File: src/hw/rtl/fbf_pkg.sv
// ----------------------------------------------------------------------------
// fbf_pkg: shared definitions for the FIR band-pass filter unit
// Sizes of the sample, coefficient and accumulator paths, request codes and
// the command and status groups between the controller and the datapath.
// ----------------------------------------------------------------------------
package fbf_pkg;

    localparam int MAX_TAPS     = 64;
    localparam int SAMPLE_WIDTH = 16;
    localparam int COEF_WIDTH   = 16;
    localparam int TAP_IDX_W    = $clog2(MAX_TAPS);
    localparam int TAP_CNT_W    = 7;
    localparam int PROD_W       = SAMPLE_WIDTH + COEF_WIDTH;
    // Products plus growth for MAX_TAPS terms, two spare bits.
    localparam int ACC_W        = PROD_W + TAP_IDX_W + 2;
    localparam int ROUND_SHIFT  = COEF_WIDTH - 1;

    // Request type codes.
    localparam logic REQ_SAMPLE = 1'b0;
    localparam logic REQ_COEF   = 1'b1;

    typedef struct packed {
        logic                 coef_wr;    // store a coefficient
        logic                 smp_wr;     // store a sample and clear the accumulator
        logic                 issue;      // read one tap pair into the MAC pipeline
        logic [TAP_IDX_W-1:0] tap_idx;    // tap position being read
        logic                 load_out;   // capture the result, advance the pointer
    } fbf_cmd_t;

    typedef struct packed {
        logic pipe_busy;                  // MAC pipeline still holds terms
    } fbf_status_t;

endpackage

File: src/hw/rtl/fbf_ctrl.sv
// ----------------------------------------------------------------------------
// fbf_ctrl: sequencer of the FIR band-pass filter unit
// Accepts requests, walks the taps of one sample through the shared MAC and
// hands the result to the output register.
// ----------------------------------------------------------------------------
module fbf_ctrl
    import fbf_pkg::*;
(
    input  logic                 aclk,
    input  logic                 aresetn,
    input  logic                 s_valid,
    output logic                 s_ready,
    input  logic                 s_req_type,
    output logic                 m_valid,
    input  logic                 m_ready,
    input  logic                 cfg_we,
    input  logic [TAP_CNT_W-1:0] cfg_wdata,
    input  fbf_status_t          status,
    output fbf_cmd_t             cmd
);

    localparam logic [1:0] ST_IDLE  = 2'd0;
    localparam logic [1:0] ST_RUN   = 2'd1;
    localparam logic [1:0] ST_DRAIN = 2'd2;

    logic [1:0]           state_reg, state_next;
    logic [TAP_CNT_W-1:0] tap_count_reg;
    logic [TAP_CNT_W-1:0] tap_reg, tap_next;
    logic                 m_valid_reg, m_valid_next;
    logic [TAP_CNT_W-1:0] taps_eff;
    logic                 accept;

    assign taps_eff = (tap_count_reg > TAP_CNT_W'(MAX_TAPS)) ? TAP_CNT_W'(MAX_TAPS)
                                                              : tap_count_reg;
    assign s_ready  = (state_reg == ST_IDLE);
    assign accept   = s_valid && s_ready;
    assign m_valid  = m_valid_reg;

    always_comb begin
        state_next   = state_reg;
        tap_next     = tap_reg;
        m_valid_next = m_valid_reg;
        cmd          = '0;
        cmd.tap_idx  = tap_reg[TAP_IDX_W-1:0];

        if (m_valid_reg && m_ready) begin
            m_valid_next = 1'b0;
        end

        unique case (state_reg)
            ST_IDLE: begin
                if (accept) begin
                    if (s_req_type == REQ_COEF) begin
                        cmd.coef_wr = 1'b1;
                    end else begin
                        cmd.smp_wr = 1'b1;
                        tap_next   = '0;
                        state_next = ST_RUN;
                    end
                end
            end
            ST_RUN: begin
                if (taps_eff == '0) begin
                    state_next = ST_DRAIN;
                end else begin
                    cmd.issue = 1'b1;
                    tap_next  = tap_reg + TAP_CNT_W'(1);
                    if (tap_reg == taps_eff - TAP_CNT_W'(1)) begin
                        state_next = ST_DRAIN;
                    end
                end
            end
            ST_DRAIN: begin
                if (!status.pipe_busy && (!m_valid_reg || m_ready)) begin
                    cmd.load_out = 1'b1;
                    m_valid_next = 1'b1;
                    state_next   = ST_IDLE;
                end
            end
            default: begin
                state_next = ST_IDLE;
            end
        endcase
    end

    always_ff @(posedge aclk) begin
        if (!aresetn) begin
            state_reg     <= ST_IDLE;
            tap_reg       <= '0;
            m_valid_reg   <= 1'b0;
            tap_count_reg <= TAP_CNT_W'(1);
        end else begin
            state_reg   <= state_next;
            tap_reg     <= tap_next;
            m_valid_reg <= m_valid_next;
            if (cfg_we) begin
                tap_count_reg <= cfg_wdata;
            end
        end
    end

endmodule

File: src/hw/rtl/fbf_datapath.sv
// ----------------------------------------------------------------------------
// fbf_datapath: storage and arithmetic of the FIR band-pass filter unit
// Delay line and coefficient memories, a three-stage MAC pipeline, rounding,
// saturation and the result register.
// ----------------------------------------------------------------------------
module fbf_datapath
    import fbf_pkg::*;
(
    input  logic                           aclk,
    input  logic                           aresetn,
    input  fbf_cmd_t                       cmd,
    output fbf_status_t                    status,
    input  logic        [TAP_IDX_W-1:0]    s_coef_index,
    input  logic signed [COEF_WIDTH-1:0]   s_coef_value,
    input  logic signed [SAMPLE_WIDTH-1:0] s_sample_value,
    output logic signed [SAMPLE_WIDTH-1:0] m_filtered_sample,
    output logic                           m_saturated
);

    localparam logic signed [ACC_W-1:0] ROUND_ADD = ACC_W'(1) <<< (ROUND_SHIFT - 1);
    localparam logic signed [ACC_W-1:0] OUT_HI    = ACC_W'((1 << (SAMPLE_WIDTH - 1)) - 1);
    localparam logic signed [ACC_W-1:0] OUT_LO    = -OUT_HI - ACC_W'(1);

    logic signed [SAMPLE_WIDTH-1:0] dly_mem  [MAX_TAPS];
    logic signed [COEF_WIDTH-1:0]   coef_mem [MAX_TAPS];
    logic [MAX_TAPS-1:0]            dly_ok_reg;
    logic [MAX_TAPS-1:0]            coef_ok_reg;
    logic [TAP_IDX_W-1:0]           wp_reg;
    logic [TAP_IDX_W-1:0]           dly_addr;

    logic signed [SAMPLE_WIDTH-1:0] dly_rd_reg;
    logic signed [COEF_WIDTH-1:0]   coef_rd_reg;
    logic                           dly_rd_ok_reg, coef_rd_ok_reg;
    logic                           v1_reg, v2_reg;
    logic signed [PROD_W-1:0]       prod_reg;
    logic signed [ACC_W-1:0]        acc_reg;

    logic signed [SAMPLE_WIDTH-1:0] dly_term;
    logic signed [COEF_WIDTH-1:0]   coef_term;
    logic signed [ACC_W-1:0]        rounded;
    logic signed [ACC_W-1:0]        shifted;
    logic signed [SAMPLE_WIDTH-1:0] out_sample_next;
    logic                           out_sat_next;
    logic signed [SAMPLE_WIDTH-1:0] out_sample_reg;
    logic                           out_sat_reg;

    // Newest-first walk: tap m pairs with the sample m steps back.
    assign dly_addr  = wp_reg - cmd.tap_idx;
    assign dly_term  = dly_rd_ok_reg  ? dly_rd_reg  : '0;
    assign coef_term = coef_rd_ok_reg ? coef_rd_reg : '0;
    assign status.pipe_busy = v1_reg || v2_reg;

    // Memory writes and registered reads.
    always_ff @(posedge aclk) begin
        if (cmd.smp_wr) begin
            dly_mem[wp_reg] <= s_sample_value;
        end
        if (cmd.coef_wr) begin
            coef_mem[s_coef_index] <= s_coef_value;
        end
        dly_rd_reg  <= dly_mem[dly_addr];
        coef_rd_reg <= coef_mem[cmd.tap_idx];
    end

    // Entries never written read as zero.
    always_ff @(posedge aclk) begin
        if (!aresetn) begin
            dly_ok_reg  <= '0;
            coef_ok_reg <= '0;
            wp_reg      <= '0;
            v1_reg      <= 1'b0;
            v2_reg      <= 1'b0;
        end else begin
            if (cmd.smp_wr) begin
                dly_ok_reg[wp_reg] <= 1'b1;
            end
            if (cmd.coef_wr) begin
                coef_ok_reg[s_coef_index] <= 1'b1;
            end
            if (cmd.load_out) begin
                wp_reg <= wp_reg + TAP_IDX_W'(1);
            end
            v1_reg <= cmd.issue;
            v2_reg <= v1_reg;
        end
    end

    always_ff @(posedge aclk) begin
        dly_rd_ok_reg  <= dly_ok_reg[dly_addr];
        coef_rd_ok_reg <= coef_ok_reg[cmd.tap_idx];
        prod_reg       <= coef_term * dly_term;
        if (cmd.smp_wr) begin
            acc_reg <= '0;
        end else if (v2_reg) begin
            acc_reg <= acc_reg + {{(ACC_W - PROD_W){prod_reg[PROD_W-1]}}, prod_reg};
        end
    end

    // Round half up, then clip to the sample range.
    always_comb begin
        rounded = acc_reg + ROUND_ADD;
        shifted = rounded >>> ROUND_SHIFT;
        if (shifted > OUT_HI) begin
            out_sample_next = OUT_HI[SAMPLE_WIDTH-1:0];
            out_sat_next    = 1'b1;
        end else if (shifted < OUT_LO) begin
            out_sample_next = OUT_LO[SAMPLE_WIDTH-1:0];
            out_sat_next    = 1'b1;
        end else begin
            out_sample_next = shifted[SAMPLE_WIDTH-1:0];
            out_sat_next    = 1'b0;
        end
    end

    always_ff @(posedge aclk) begin
        if (cmd.load_out) begin
            out_sample_reg <= out_sample_next;
            out_sat_reg    <= out_sat_next;
        end
    end

    assign m_filtered_sample = out_sample_reg;
    assign m_saturated       = out_sat_reg;

endmodule

File: src/hw/rtl/fir_bandpass_filter_unit.sv
// ----------------------------------------------------------------------------
// fir_bandpass_filter_unit: direct-form FIR filter over 16-bit audio samples
// A sample walks the taps of the one shared multiply-accumulate (taps is
// tap_count, limited to 64; with zero taps the sum is zero). The next
// request is taken in the cycle after the sample's result enters the output
// register, so a sample holds the multiply-accumulate until then. A
// coefficient write is stored on its transfer and leaves the unit idle.
// Synchronous active-low reset makes both tables read as zero, clears the
// pointer and sets tap_count to one.
// ----------------------------------------------------------------------------
module fir_bandpass_filter_unit
    import fbf_pkg::*;
(
    input  logic                           aclk,
    input  logic                           aresetn,
    // Request channel: a sample to filter or a coefficient write.
    input  logic                           s_valid,
    output logic                           s_ready,
    input  logic                           s_req_type,
    input  logic        [TAP_IDX_W-1:0]    s_coef_index,
    input  logic signed [COEF_WIDTH-1:0]   s_coef_value,
    input  logic signed [SAMPLE_WIDTH-1:0] s_sample_value,
    // Result channel: one transfer per sample request.
    output logic                           m_valid,
    input  logic                           m_ready,
    output logic signed [SAMPLE_WIDTH-1:0] m_filtered_sample,
    output logic                           m_saturated,
    // Configuration: the tap_count register.
    input  logic                           cfg_we,
    input  logic        [TAP_CNT_W-1:0]    cfg_wdata
);

    // The controller owns the handshakes and the tap counter. The datapath
    // owns the two memories and the multiply-accumulate pipeline, which it
    // reports back as busy until the last product has been summed.
    fbf_cmd_t    cmd;
    fbf_status_t status;

    fbf_ctrl u_ctrl (
        .aclk       (aclk),
        .aresetn    (aresetn),
        .s_valid    (s_valid),
        .s_ready    (s_ready),
        .s_req_type (s_req_type),
        .m_valid    (m_valid),
        .m_ready    (m_ready),
        .cfg_we     (cfg_we),
        .cfg_wdata  (cfg_wdata),
        .status     (status),
        .cmd        (cmd)
    );

    // The result stays in the datapath's output register until its transfer,
    // while the controller is already free to take the next request.
    fbf_datapath u_datapath (
        .aclk              (aclk),
        .aresetn           (aresetn),
        .cmd               (cmd),
        .status            (status),
        .s_coef_index      (s_coef_index),
        .s_coef_value      (s_coef_value),
        .s_sample_value    (s_sample_value),
        .m_filtered_sample (m_filtered_sample),
        .m_saturated       (m_saturated)
    );

endmodule

File: config.mk
export PLATFORM = sky130hd
export DESIGN_NAME = fir_bandpass_filter_unit
export DESIGN_NICKNAME = d
export VERILOG_FILES = /design/src/hw/rtl/fbf_pkg.sv /design/src/hw/rtl/fbf_ctrl.sv /design/src/hw/rtl/fbf_datapath.sv /design/src/hw/rtl/fir_bandpass_filter_unit.sv
export SDC_FILE = /design/constraint.sdc
export NUM_CORES = 2
export LEC_CHECK = 0
export ABC_AREA = 1
export ABC_CLOCK_PERIOD_IN_PS = 8200
export BUFFER_PORTS_ARGS = -buffer_cell sky130_fd_sc_hd__buf_2
export CELL_PAD_IN_SITES_DETAIL_PLACEMENT = 1
export CELL_PAD_IN_SITES_GLOBAL_PLACEMENT = 2
export CORE_UTILIZATION = 35
export CTS_BUF_LIST = sky130_fd_sc_hd__clkbuf_16
export CTS_CLUSTER_DIAMETER = 150
export DETAILED_ROUTE_END_ITERATION = 6
export PLACE_DENSITY = 0.64
export SYNTH_ARGS = -nofsm -noshare
export SYNTH_HDL_FRONTEND = slang
export SYNTH_SLANG_ARGS = --single-unit
File: constraint.sdc
create_clock -name aclk -period 8.2 [get_ports aclk]
set_input_delay 0.82 -clock aclk [delete_from_list [all_inputs] [get_ports aclk]]
set_output_delay 0.82 -clock aclk [all_outputs]
set_load 0.01 [all_outputs]
==> impl_metrics.tcl <==
set metrics [dict create \
    reg_top3 "u_datapath.coef_mem (1024), u_datapath.dly_mem (1024)" \
    io_buffers 69 \
    clkSlewWorstSetupHoldPaths_ns 0.06 \
    postRouteAntennaNets 0 \
    final_common_cell "edfxtp_1" \
    hold_buffers 0 \
    rows 199 \
    rr_startpoint "u_datapath.dly_rd_ok_reg$_DFF_P_" \
    syn_to_final_growth_pct 13.3 \
    fin_crit_sh_pct 83.3 \
    cap_violations 0 \
    syn_nets 9538 \
    ys.flop_type "edfxtp_1" \
    cts-root-buf "clkbuf_16" \
    cts_resized 0 \
    hp-class "input port to register" \
    dpl_cell_area_sq_um 108000 \
    skew_ns 0.0362 \
    nFillCells 31500 \
    initial_core_util_pct 35.2 \
    final_cell_mix "2065 x edfxtp_1, 1936 x nor2_1, 1205 x o21ai_0" \
    outcome "completed" \
    place.gp.congestion 0.856 \
    cts_made_buffers 272 \
    worstPathArrival_ns 7.60 \
    drv_slew 0 \
    layout-drive-gt1-share_pct 8.16 \
    finalInstanceArea_sq_um 117000 \
    drt_iter0_drc 5680 \
    grt_util_all_layers_pct 22.9 \
    hp-start "cfg_wdata[0]" \
    synth_cells 9093 \
    routed_via_density 5.35 \
    synthArstFlopShare_pct 0 \
    fin_nets 9559 \
    grt_max_degree 176 \
    routedWlPerCell_um 26.2 \
    ios 70 \
    die_w_um 545 \
    cts_tree "done" \
    timing.reg2reg.setup_slack_ns 1.37 \
    multi_input_area_sq_um 32300 \
    syn-cell-area_sq_um 103000 \
    die_area_sq_um 297000 \
    vdd_drop_max_uv 171 \
    cp_max_fo 16 \
    syn_avg_cell_area_sq_um 11.4 \
    fin_util_pct 39.8 \
    cp-end-kind "register" \
    max_slew_margin_pct 14.2 \
    hold_viol_final 0 \
    p_leak_nw 41.0 \
    gr-total-overflow 0 \
    routed_wl_mm 347 \
    cts_post_setup_buffers_inserted 0 \
    crit_start "u_datapath.dly_rd_ok_reg$_DFF_P_" \
    hold_slack_ns 0.158 \
    synth-seq-area-share_pct 65.0 \
    worstMarginPinSlew_ns 1.28 \
    critPathLaunchType "register" \
    synth.distinct_cells 48 \
    min_period_ns 6.83 \
    clock.fmax_mhz 146 \
    clock_sinks 2324 \
    antenna_found_initial 14 \
    clk_latency_ns 0.89 \
    yosysWarnings 0 \
    ys_ff_latch 2324 \
    grt_pass1_wl_mm 507 \
    dpl.hpwl_mm 209 \
    p_per_area_nw_per_um2 270 \
    synth-edff-count 2065 \
    cts.path.max_buffers 4 \
    coreArea_sq_um 294000 \
    die_h_um 545 \
    first_global_vias 73300 \
    required_ns 8.97 \
    vias 70900 \
    ff_latch_area_sq_um 67200 \
    worstSetupPathType "register to register" \
    drc 0 \
    p_total_mw 31.6 \
    tns_ns 0 \
    setup_viol 0 \
    cts.htree.levels 5 \
    firstDrtPassIters 5 \
    rsz0062_at_grt "false" \
]
-- path summary, 6_finish.rpt --
check | endpoint | cells past startpoint
worst max-delay path | u_datapath.prod_reg[31]$_DFF_P_ | 16
worst min-delay path | u_ctrl.tap_count_reg[0]$_SDFFE_PN1P_ | 3
worst max register to register | u_datapath.prod_reg[31]$_DFF_P_ | 16
worst min register to register | u_datapath.v2_reg$_SDFF_PN0_ | 2
-- metrics by stage --
stage,cells,setup slack [ns]
after global placement,12800,1.40
after detailed placement,12800,1.33
after floorplan,9093,2.40
after global routing,13300,0.994
final,13300,1.37
after CTS,13300,1.35
-- synthesized netlist by cell type (4+ instances only) --
cell,n,area share [%]
edfxtp_1,2065,60
nor2_1,2030,7.4
o21ai_0,1205,5.8
nand2_1,772,2.8
inv_1,537,2.0
clkbuf_1,363,1.3
nand3_1,315,1.5
fa_1,264,5.1
dfxtp_1,259,5.0
o221ai_1,224,1.9
a21oi_1,165,0.80
o22ai_1,163,0.99
ha_1,130,1.6
buf_2,111,0.54
o211ai_1,87,0.63
nand4_1,61,0.37
xor2_1,58,0.49
o21ai_1,52,0.25
nor3_1,35,0.17
o31ai_1,34,0.25
buf_1,30,0.11
xnor2_1,20,0.17
mux2i_1,17,0.16
o21bai_1,11,0.080
a21o_1,10,0.073
inv_2,9,0.033
clkinv_1,8,0.029
buf_4,6,0.044
a211oi_1,5,0.036
a21boi_0,4,0.029
a31oi_1,4,0.024
nand2_2,4,0.024
nand3b_1,4,0.029
nor3b_1,4,0.029
or2_2,4,0.024
-- report_power, final --
group / switching (mW) / internal (mW) / leakage [nW] / total, mW
Combinational: 4.78 / 1.85 / 15.9 / 6.64
Clock: 5.07 / 6.72 / 4.42 / 11.8
Sequential: 0.143 / 13.1 / 20.7 / 13.2
-- area by class of cell --
cell class,count,area share [%]
flip-flops and latches,2324,57.4
multi-input cells,5702,27.6
clock buffers,275,5.88
well taps,3919,4.19
inverters,554,1.81
repair buffers,260,1.66
clock inverters,216,1.47
diodes,7,0.0150
-- logic make-up (layout without fill, tap and decap cells) --
kind of cell               Yosys count  in the layout  synth area share [%]
and+or+nand+nor                   3242           3242                  12.4
xor gates and xnor gates            79             79                 0.677
adders and majority gates          394            394                  6.69
DFF                               2324           2324                  65.0
other                                0              7                     0
buffers and inverters             1067           1305                  4.05
muxes                               17             17                 0.165
AOI/OAI and AO/OA                 1970           1970                  10.9
-- critical path, cell delays in order, from the launching register on --
cell and delay, ns:
dfxtp_1 0.62, nand2_1 0.57, nor2_1 0.43, inv_1 0.17, fa_1 0.56, inv_1 0.07, fa_1 0.82, fa_1 0.53
fa_1 0.57, fa_1 0.44, fa_1 0.45, ha_1 0.38, a21oi_1 0.24, o21ai_0 0.18, a221oi_1 0.36, nand3_1 0.14
xor2_1 0.17
-- per-layer routing --
layer / GRT usage [%] / up-vias / wire, um
li1: - / 32100 / -
met1: 32.1 / 37000 / 160000
met2: 37.6 / 1485 / 164000
met3: 2.73 / 401 / 14600
met4: 5.69 / 6 / 8280
met5: 0 / - / 38
No activity file was read; power rests on OpenSTA's default activity.
